## config.mk

```make
export PLATFORM = sky130hd
export DESIGN_NAME = mips64_instruction_decoder
export DESIGN_NICKNAME = d
export VERILOG_FILES = /design/src/hdl/m64dec_pkg.sv /design/src/hdl/m64dec_core.sv /design/src/hdl/mips64_instruction_decoder.sv
export SDC_FILE = /design/constraint.sdc
export NUM_CORES = 1
export LEC_CHECK = 0
export BUFFER_PORTS_ARGS = -buffer_cell sky130_fd_sc_hd__clkbuf_2
export CAP_MARGIN = 20
export CORE_ASPECT_RATIO = 1.25
export CORE_MARGIN = 5
export CORE_UTILIZATION = 30
export CTS_BUF_LIST = sky130_fd_sc_hd__clkbuf_2
export CTS_CLUSTER_DIAMETER = 40
export DETAILED_ROUTE_END_ITERATION = 10
export GPL_ROUTABILITY_DRIVEN = 0
export PLACE_DENSITY = 0.55
export RECOVER_POWER = 25
export SLEW_MARGIN = 20
export SYNTH_ARGS = -nofsm -noshare
export SYNTH_HDL_FRONTEND = slang
export SYNTH_SLANG_ARGS = --single-unit
```

## constraint.sdc

```tcl
create_clock -name clk -period 3 [get_ports clk]
set_input_delay 0.6 -clock clk [delete_from_list [all_inputs] [get_ports clk]]
set_output_delay 0.6 -clock clk [all_outputs]
set_load 0.05 [all_outputs]
```

## src/hdl/m64dec_pkg.sv

```systemverilog
// m64dec_pkg: shared types, codes and decode tables for the MIPS64 decoder.
// Depends on nothing; used by the decode core, the top level and the checker.
package m64dec_pkg;

	// Major opcodes that open a secondary decode table
	localparam logic [5:0] OP_SPECIAL = 6'd0;
	localparam logic [5:0] OP_REGIMM  = 6'd1;

	// Opcode groups
	localparam logic [1:0] GRP_SPECIAL = 2'd0;
	localparam logic [1:0] GRP_REGIMM  = 2'd1;
	localparam logic [1:0] GRP_PRIMARY = 2'd2;

	// Operand layout classes
	localparam logic [3:0] FMT_NONE     = 4'd0;
	localparam logic [3:0] FMT_SHIFT_SA = 4'd1;
	localparam logic [3:0] FMT_SHIFT_V  = 4'd2;
	localparam logic [3:0] FMT_RRR      = 4'd3;
	localparam logic [3:0] FMT_RS       = 4'd4;
	localparam logic [3:0] FMT_RD       = 4'd5;
	localparam logic [3:0] FMT_RD_RS    = 4'd6;
	localparam logic [3:0] FMT_RS_RT    = 4'd7;
	localparam logic [3:0] FMT_BREAK    = 4'd8;
	localparam logic [3:0] FMT_BR_RS    = 4'd9;
	localparam logic [3:0] FMT_BR_RS_RT = 4'd10;
	localparam logic [3:0] FMT_TRAP_IMM = 4'd11;
	localparam logic [3:0] FMT_ALU_IMM  = 4'd12;
	localparam logic [3:0] FMT_LUI      = 4'd13;
	localparam logic [3:0] FMT_MEM      = 4'd14;
	localparam logic [3:0] FMT_JUMP     = 4'd15;

	localparam logic [31:0] JUMP_REGION_MASK = 32'hf000_0000;
	localparam logic [31:0] PC_STEP          = 32'd4;

	typedef struct packed {
		logic [31:0] pc;
		logic [31:0] instr_word;
	} cmd_t;

	typedef struct packed {
		logic        valid_res;
		logic [1:0]  op_group;
		logic [5:0]  op_code;
		logic [3:0]  operand_format;
		logic [4:0]  reg_s;
		logic [4:0]  reg_t;
		logic [4:0]  reg_d;
		logic [4:0]  shift_amount;
		logic [15:0] imm_field;
		logic [19:0] break_code;
		logic [31:0] target_addr;
	} res_t;

	typedef struct packed {
		logic       ok;
		logic [3:0] fmt;
	} fmt_entry_t;

	function automatic fmt_entry_t fmt_ok(input logic [3:0] f);
		fmt_entry_t e;
		e.ok  = 1'b1;
		e.fmt = f;
		return e;
	endfunction

	localparam fmt_entry_t FMT_BAD = '{ok: 1'b0, fmt: FMT_NONE};

	// SPECIAL function table
	function automatic fmt_entry_t special_fmt(input logic [5:0] fn);
		fmt_entry_t e;
		e = FMT_BAD;
		unique case (fn)
			6'd0, 6'd2, 6'd3, 6'd56, 6'd58, 6'd59, 6'd60, 6'd62, 6'd63:
				e = fmt_ok(FMT_SHIFT_SA);
			6'd4, 6'd6, 6'd7, 6'd20, 6'd22, 6'd23:
				e = fmt_ok(FMT_SHIFT_V);
			6'd8, 6'd17, 6'd19:
				e = fmt_ok(FMT_RS);
			6'd9:
				e = fmt_ok(FMT_RD_RS);
			6'd12, 6'd15:
				e = fmt_ok(FMT_NONE);
			6'd13:
				e = fmt_ok(FMT_BREAK);
			6'd16, 6'd18:
				e = fmt_ok(FMT_RD);
			6'd24, 6'd25, 6'd26, 6'd27, 6'd28, 6'd29, 6'd30, 6'd31,
			6'd48, 6'd49, 6'd50, 6'd51, 6'd52, 6'd54:
				e = fmt_ok(FMT_RS_RT);
			6'd32, 6'd33, 6'd34, 6'd35, 6'd36, 6'd37, 6'd38, 6'd39,
			6'd42, 6'd43, 6'd44, 6'd45, 6'd46, 6'd47:
				e = fmt_ok(FMT_RRR);
			default:
				e = FMT_BAD;
		endcase
		return e;
	endfunction

	// REGIMM rt-code table
	function automatic fmt_entry_t regimm_fmt(input logic [4:0] rt);
		fmt_entry_t e;
		e = FMT_BAD;
		unique case (rt)
			5'd0, 5'd1, 5'd2, 5'd3, 5'd16, 5'd17, 5'd18, 5'd19:
				e = fmt_ok(FMT_BR_RS);
			5'd8, 5'd9, 5'd10, 5'd11, 5'd12, 5'd14:
				e = fmt_ok(FMT_TRAP_IMM);
			default:
				e = FMT_BAD;
		endcase
		return e;
	endfunction

	// Primary opcode table
	function automatic fmt_entry_t primary_fmt(input logic [5:0] op);
		fmt_entry_t e;
		e = FMT_BAD;
		unique case (op)
			6'd2, 6'd3:
				e = fmt_ok(FMT_JUMP);
			6'd4, 6'd5, 6'd20, 6'd21:
				e = fmt_ok(FMT_BR_RS_RT);
			6'd6, 6'd7, 6'd22, 6'd23:
				e = fmt_ok(FMT_BR_RS);
			6'd8, 6'd9, 6'd10, 6'd11, 6'd12, 6'd13, 6'd14, 6'd24, 6'd25:
				e = fmt_ok(FMT_ALU_IMM);
			6'd15:
				e = fmt_ok(FMT_LUI);
			6'd26, 6'd27, 6'd32, 6'd33, 6'd34, 6'd35, 6'd36, 6'd37, 6'd38,
			6'd40, 6'd41, 6'd42, 6'd43, 6'd44, 6'd45, 6'd46, 6'd47,
			6'd48, 6'd52, 6'd55, 6'd56, 6'd60, 6'd63:
				e = fmt_ok(FMT_MEM);
			default:
				e = FMT_BAD;
		endcase
		return e;
	endfunction

endpackage

```

## src/hdl/m64dec_core.sv

```systemverilog
// m64dec_core: combinational decode of one instruction word and its address.
// Depends on m64dec_pkg for the word types, codes and format tables.
module m64dec_core (
	input  m64dec_pkg::cmd_t cmd,
	output m64dec_pkg::res_t result
);

	logic [31:0]            w;
	logic [5:0]             major;
	logic [1:0]             group;
	logic [5:0]             code;
	m64dec_pkg::fmt_entry_t ent;
	logic [31:0]            br_off;
	logic [31:0]            target;

	assign w     = cmd.instr_word;
	assign major = w[31:26];

	always_comb begin
		priority if (major == m64dec_pkg::OP_SPECIAL) begin
			group = m64dec_pkg::GRP_SPECIAL;
			code  = w[5:0];
			ent   = m64dec_pkg::special_fmt(w[5:0]);
		end else if (major == m64dec_pkg::OP_REGIMM) begin
			group = m64dec_pkg::GRP_REGIMM;
			code  = {1'b0, w[20:16]};
			ent   = m64dec_pkg::regimm_fmt(w[20:16]);
		end else begin
			group = m64dec_pkg::GRP_PRIMARY;
			code  = major;
			ent   = m64dec_pkg::primary_fmt(major);
		end
	end

	// sign-extended word offset, scaled to bytes
	assign br_off = {{14{w[15]}}, w[15:0], 2'b00};

	always_comb begin
		target = '0;
		if (ent.ok) begin
			if (ent.fmt == m64dec_pkg::FMT_BR_RS || ent.fmt == m64dec_pkg::FMT_BR_RS_RT) begin
				target = cmd.pc + m64dec_pkg::PC_STEP + br_off;
			end else if (ent.fmt == m64dec_pkg::FMT_JUMP) begin
				target = (cmd.pc & m64dec_pkg::JUMP_REGION_MASK) | {4'b0, w[25:0], 2'b00};
			end
		end
	end

	always_comb begin
		result.valid_res      = ent.ok;
		result.op_group       = group;
		result.op_code        = code;
		result.operand_format = ent.ok ? ent.fmt : m64dec_pkg::FMT_NONE;
		result.reg_s          = w[25:21];
		result.reg_t          = w[20:16];
		result.reg_d          = w[15:11];
		result.shift_amount   = w[10:6];
		result.imm_field      = w[15:0];
		result.break_code     = w[25:6];
		result.target_addr    = target;
	end

endmodule

```

## src/hdl/mips64_instruction_decoder.sv

```systemverilog
// mips64_instruction_decoder: top level, input register, decode core, result register.
// Depends on m64dec_pkg and m64dec_core.
//
//  channel   | signals                  | direction | handshake
//  ----------+--------------------------+-----------+---------------------------------
//  command   | start, busy, cmd         | in        | word taken when start & !busy
//  result    | done, result             | out       | word shown for one cycle on done
//
// An accepted word is captured in the input register, decoded, and captured in the result register, which drives done.
// One word is taken every cycle; the rate is set by the single decode stage
// between the input register and the result register.
// busy stays low: the pipeline has no stall path, and the receiver cannot hold
// results off, so each word simply advances one stage per clock.
// arst_n clears the stage valid flags; payload registers are not reset.
module mips64_instruction_decoder (
	input  logic             clk,
	input  logic             arst_n,
	input  logic             start,
	output logic             busy,
	input  m64dec_pkg::cmd_t cmd,
	output logic             done,
	output m64dec_pkg::res_t result
);

	logic             vld_s1;
	m64dec_pkg::cmd_t cmd_s1;
	logic             vld_s2;
	m64dec_pkg::res_t res_s2;
	m64dec_pkg::res_t dec_res;
	logic             take;

	// never stalls: every start is accepted
	assign busy = 1'b0;
	assign take = start & ~busy;

	// stage 1: capture the word
	always_ff @(posedge clk or negedge arst_n) begin
		if (!arst_n) begin
			vld_s1 <= 1'b0;
		end else begin
			vld_s1 <= take;
		end
	end

	always_ff @(posedge clk) begin
		if (take) begin
			cmd_s1 <= cmd;
		end
	end

	// decode between the two registers
	m64dec_core u_core (
		.cmd    (cmd_s1),
		.result (dec_res)
	);

	// stage 2: hold the decoded word for exactly one cycle of done
	always_ff @(posedge clk or negedge arst_n) begin
		if (!arst_n) begin
			vld_s2 <= 1'b0;
		end else begin
			vld_s2 <= vld_s1;
		end
	end

	always_ff @(posedge clk) begin
		if (vld_s1) begin
			res_s2 <= dec_res;
		end
	end

	assign done   = vld_s2;
	assign result = res_s2;

endmodule

```

## Yosys cells after proc, flatten, opt, wreduce, memory -nomap -nowiden

Memories as Yosys holds them, arrays and structs flattened. A register that Yosys moved wholly into a read port is not among the register bits.
Index checks and enable logic that the tools add are counted.

| cells by class | value |
|---|---|
| $add $sub $neg | 2 |
| equality and inequality tests | 4 |
| mux-type cells | 10 |
| bitwise gates (word level) | 1 |
| reductions and logical operators | 2 |

Operator list:

| kind | count |
|---|---|
| 2-to-1 mux 32 bit | 2 |
| adder 32 x 3 -> 32 bit, second input constant | 1 |
| adder 32 bit | 1 |
| OR 32 x 28 -> 32 bit | 1 |
| 2-to-1 mux 6 bit | 4 |
| 2-to-1 mux 5 bit | 3 |
| equality test 4 bit, second input constant | 3 |
| equality test 6 x 1 -> 1 bit, second input constant | 1 |
| logical NOT 6 bit | 1 |
| 2-to-1 mux 2 bit | 1 |
| logical OR 1 bit | 1 |

| storage, ports and cells | value |
|---|---|
| register bits | 167 |
| bits in read-only memories | 768 |
| input port bits | 67 |
| output and inout bits | 103 |
| logic and storage cells | 37 |
| memories | 3 |

Memories:

| name | depth | bits a word | read ports | clocked after Yosys merged registers in | write ports | RTL line | source |
|---|---|---|---|---|---|---|---|
| (name not given) | 64 | 5 | 1 | 1 | 0 | m64dec_pkg.sv:72 | `unique case (fn)` |
| (name not given) | 64 | 5 | 1 | 1 | 0 | m64dec_pkg.sv:118 | `unique case (op)` |
| (name not given) | 32 | 4 | 1 | 1 | 0 | m64dec_pkg.sv:103 | `unique case (rt)` |

## Logic depth before layout (Yosys ltp)

| logic depth | value |
|---|---|
| depth after elaboration | 6 |
| gate-level depth with buffers | 12 |
| depth with buffers taken out | 12 |

## Cells and area by module

Synthesis repeated with hierarchy kept, for this count alone.

| second synthesis, totals | value |
|---|---|
| cell total of the unflattened synthesis | 627 |
| area, all modules | 8308.0 µm² |

By module, submodules not included:

| module | instances | cells an instance | area an instance (µm²) |
|---|---|---|---|
| mips64_instruction_decoder | 1 | 169 | 5016.1 |
| m64dec_core | 1 | 458 | 3291.9 |

## Least setup slack after synthesis

No wires, ideal clock.

| timing | value |
|---|---|
| kind | reg2reg |
| from | reg cmd_s1[1] (netlist name) |
| to | reg res_s2 (netlist bit result[25]) (data pin) |
| library setup time | 0.264 ns |
| arrival | 2.526 ns |
| required time | 2.736 ns |
| path slack | 0.210 ns |
| cell stages (with the launch flop) | 10 |
| cells stage by stage | edfxtp_1 ha_1 ha_1 fa_1 a211oi_1 o21a_1 o31ai_1 a21oi_1 nand4b_1 nor3b_1 |

| on the way | value |
|---|---|
| word-level cells in the longest chain between the ends | 2 |

Ends and longest elaborated chain:

| what | RTL line | source |
|---|---|---|
| from (decl) | mips64_instruction_decoder.sv:26 | `m64dec_pkg::cmd_t cmd_s1;` |
| from (signal assigned) | mips64_instruction_decoder.sv:47 | `cmd_s1 <= cmd;` |
| adder 32 bit | m64dec_core.sv:42 | `target = cmd.pc + m64dec_pkg::PC_STEP + br_off;` |
| 2-to-1 mux 32 bit | m64dec_core.sv:41 | `if (ent.fmt == m64dec_pkg::FMT_BR_RS \|\| ent.fmt == m64dec_pkg::FMT_BR_RS_RT) begin` |
| to (signal assigned) | mips64_instruction_decoder.sv:68 | `res_s2 <= dec_res;` |
| to (decl) | mips64_instruction_decoder.sv:28 | `m64dec_pkg::res_t res_s2;` |

No other way between the ends.
A chain may end at the register's enable or synchronous reset.

## Final worst setup path

| timing | value |
|---|---|
| from | reg cmd_s1[2] (netlist name) |
| to | reg res_s2 (netlist bit result[22]) (data pin) |

Same word-level chain as after synthesis.

==> results.json <==
{
  "cp-start-kind": "register",
  "path_cells": "ha_1 -> ha_1 -> a211oi_1 -> o21ai_2 -> o211ai_1 -> a21boi_0 -> buf_4 -> a21oi_1 -> xor2_1 -> o21ai_0",
  "detail_route.wl_per_cell_um": 17.0,
  "layout_commonest_cell": "clkbuf_2",
  "fin_util_pct": 38.9,
  "cts_tree": "yes",
  "dr_wl_met3_um": 898,
  "vias_per_cell": 4.77,
  "synthArstFlopShare_pct": 1.35,
  "p_leak_nw": 4.23,
  "wl_met2_um": 11500,
  "path_max_fanout": 3,
  "antenna_found_initial": 2,
  "final_nets": 1040,
  "maxCapViolations": 0,
  "cpMostUsedCell": "ha_1",
  "final_cell_mix": "clkbuf_2 (162), edfxtp_1 (135), dlygate4sd3_1 (65), ha_1 (61), nor2_1 (50)",
  "synth-seq-cells": 148,
  "status": "finished clean",
  "drive_gt1_share_pct": 26.8,
  "relSlewSlack_pct": 7.18,
  "place.detailed.hpwl_um": 15800,
  "hold_path_class": "input pin to asynchronous set/reset pin",
  "criticalPathCategory": "register to register",
  "worstPathArrival_ns": 3.31,
  "antenna_left": 0,
  "overflow": 0,
  "grt_pass1_wl_um": 33100,
  "grt_pass1_vias": 6097,
  "postSynthCellCount": 668,
  "wl_met1_um": 8700,
  "route.detailed.drc": 0,
  "grt_use_total_pct": 14.3,
  "end_kind": "register",
  "synth_xor_area_share_pct": 2.64,
  "rr_worst_depth": 10,
  "fin_cells": 1263,
  "synth_flop_cell": "edfxtp_1",
  "period_needed_ns": 2.83,
  "setup_viol_count_final": 0,
  "clock_path_buffers": 2,
  "tightest_slew_ns": 1.39,
  "numCtsBuffers": 17,
  "ios": 170,
  "irDropWorstVdd_mv": 0.195,
  "syn_nets": 800,
  "slew_violations": 0,
  "worstPathRequired_ns": 3.49,
  "rows": 66,
  "path_clk_slew_ns": 0.23,
  "drt-total-wl_um": 21500,
  "cpPeakStageDelay_ns": 0.44,
  "cts-htree-levels": 4,
  "finalHoldViolCount": 0,
  "synth.mux.area_fraction_pct": 2.68,
  "yosysWarnings": 0,
  "place_area_um2": 9150,
  "area_delta_synth_final_pct": 27.7,
  "yosys.area_share.simple_pct": 9.89,
  "power_density_nw_per_um2": 576,
  "insertion_delay_ns": 0.76,
  "die_y_um": 192,
  "port_buffers": 168,
  "die_x_um": 156,
  "syn_area_um2": 7950,
  "timing.final.crit_share_pct": 94.2,
  "skew_ns": 0.0383,
  "dr.max_layer_used": "met4",
  "max_freq_mhz": 354,
  "design_area_um2": 10100,
  "nFillCells": 2691,
  "synth-compound-area-share_pct": 14.9,
  "core_area_um2": 26100,
  "synth-adder-area-share_pct": 10.3,
  "netlist-cell-type-count": 64,
  "finalSetupTns_ns": 0,
  "yosysSeqAreaShare_pct": 54.4,
  "avgSynthCellArea_um2": 11.9,
  "drt_iter0_drc": 371,
  "crit_family": "compound AO/OA/AOI/OAI gates",
  "synth_top_family_by_area": "compound AO/OA/AOI/OAI gates",
  "slowest_stage": "edfxtp_1",
  "root_buffer": "clkbuf_2",
  "initial_core_util_pct": 30.5,
  "dpl.cell_count": 1160,
  "path_buf_inv": 1,
  "grt_max_degree": 73,
  "dr_total_vias": 6027,
  "first_pass_iters": 4,
  "dieArea_um2": 29900,
  "cts.sinks": 148,
  "synth_edf_count": 135,
  "cp_num_cells": 10
}
[timing repair]
| item | CTS | global route |
|---|---|---|
| setup buffers | 2 | 2 |
| endpoints found under the setup margin | 8 | 11 |
| hold buffers | 65 | 0 |
| pin swaps | 0 | 9 |
| resized for setup | 1 | 15 |
| endpoints found under the hold margin | 66 | 0 |
[worst register-to-register path, stage by stage, from the launching register on]
cell,delay [ns]
edfxtp_1,0.44
ha_1,0.37
ha_1,0.34
a211oi_1,0.26
o21ai_2,0.12
o211ai_1,0.14
a21boi_0,0.13
buf_4,0.16
a21oi_1,0.19
xor2_1,0.30
o21ai_0,0.11
[area by class of cell]
type / count / area [µm²] / share of cell area [%]
antenna: 2 / 5.00 / 0.0493
clock buffer: 20 / 100 / 0.986
clock inverter: 12 / 160 / 1.58
inverter: 19 / 71.3 / 0.703
multi-input combinational: 450 / 3300 / 32.5
sequential: 148 / 4330 / 42.6
tap: 340 / 425 / 4.19
timing repair buffer: 272 / 1760 / 17.3
[synthesized netlist by cell type, types with 3 or more instances]
| cell | count | area (µm²) |
|---|---|---|
| a21oi_2 | 3 | 26.3 |
| mux2i_1 | 12 | 120 |
| xor2_1 | 15 | 131 |
| dfxtp_1 | 11 | 220 |
| o22ai_1 | 4 | 25.0 |
| nor3_1 | 8 | 40.0 |
| and3_1 | 6 | 37.5 |
| edfxtp_1 | 135 | 4050 |
| a21oi_1 | 49 | 245 |
| buf_2 | 7 | 35.0 |
| a221oi_1 | 6 | 52.6 |
| a21boi_0 | 3 | 22.5 |
| clkbuf_1 | 9 | 33.8 |
| a22oi_1 | 17 | 128 |
| xnor2_1 | 9 | 78.8 |
| inv_1 | 19 | 71.3 |
| nand2b_1 | 3 | 18.8 |
| nand3_1 | 14 | 70.1 |
| o21ai_0 | 28 | 140 |
| nand4_1 | 12 | 75.1 |
| o21bai_1 | 3 | 22.5 |
| nand2_1 | 49 | 184 |
| mux2_2 | 7 | 78.8 |
| o21a_1 | 6 | 45.0 |
| o211ai_1 | 4 | 30.0 |
| o32a_1 | 4 | 40.0 |
| ha_1 | 64 | 801 |
| or4_1 | 3 | 22.5 |
| and2_1 | 7 | 43.8 |
| o21ai_1 | 3 | 15.0 |
| o21ai_2 | 5 | 43.8 |
| buf_4 | 33 | 248 |
| a21o_1 | 11 | 82.6 |
| or3_1 | 3 | 18.8 |
| nor2_1 | 50 | 188 |
| a211oi_1 | 7 | 52.6 |
[per-layer routing]
metal  vias up  global-route usage [%]
met3        20                    2.73
met4         0                    4.65
met5         -                       0
met2       135                    26.3
met1      2864                    16.7
li1       3008                       -
[registers in the layout, summed over array words and instances, names as in the netlist, named ones only]
name	flops
cmd_s1	64
done	1
result	71
vld_s1	1
[power breakdown]
group	switching [W]	internal (W)	total, W
combinational	0.00130	0.000675	0.00197
sequential	0.000127	0.00247	0.00260
clock	0.000720	0.000553	0.00127
[cell families after synthesis]
| kind of cell | Yosys count |
|---|---|
| other | 1 |
| and+or+nand+nor | 164 |
| adders and majority gates | 65 |
| xor gates and xnor gates | 24 |
| AOI/OAI and AO/OA | 176 |
| DFF | 148 |
| muxes | 20 |
| buffers and inverters | 70 |
[metrics by stage]
step	power, W	hold slack, ns	setup WS (ns)
after floorplan	0.00399	0.304	0.210
after CTS	0.00589	0.0235	-0.0160
after detailed placement	0.00451	0.387	-0.0137
after global placement	0.00450	0.387	-0.0463
final	0.00584	0.124	0.173
after global routing	0.00618	0.0421	-0.0188
[path summary, 6_finish.rpt]
path,from,endpoint,slack [ns]
max,cmd_s1[2]$_DFFE_PP_,result[22]$_SDFFCE_PN0P_,0.17
min,arst_n,vld_s1$_DFF_PN0_,0.12
max reg2reg,cmd_s1[2]$_DFFE_PP_,result[22]$_SDFFCE_PN0P_,0.17
min reg2reg,cmd_s1[24]$_DFFE_PP_,result[50]$_DFFE_PP_,0.49
max in group asynchronous,arst_n,vld_s1$_DFF_PN0_,2.74
min in group clk,cmd_s1[24]$_DFFE_PP_,result[50]$_DFFE_PP_,0.49
Power figures use the tool's default switching activity.
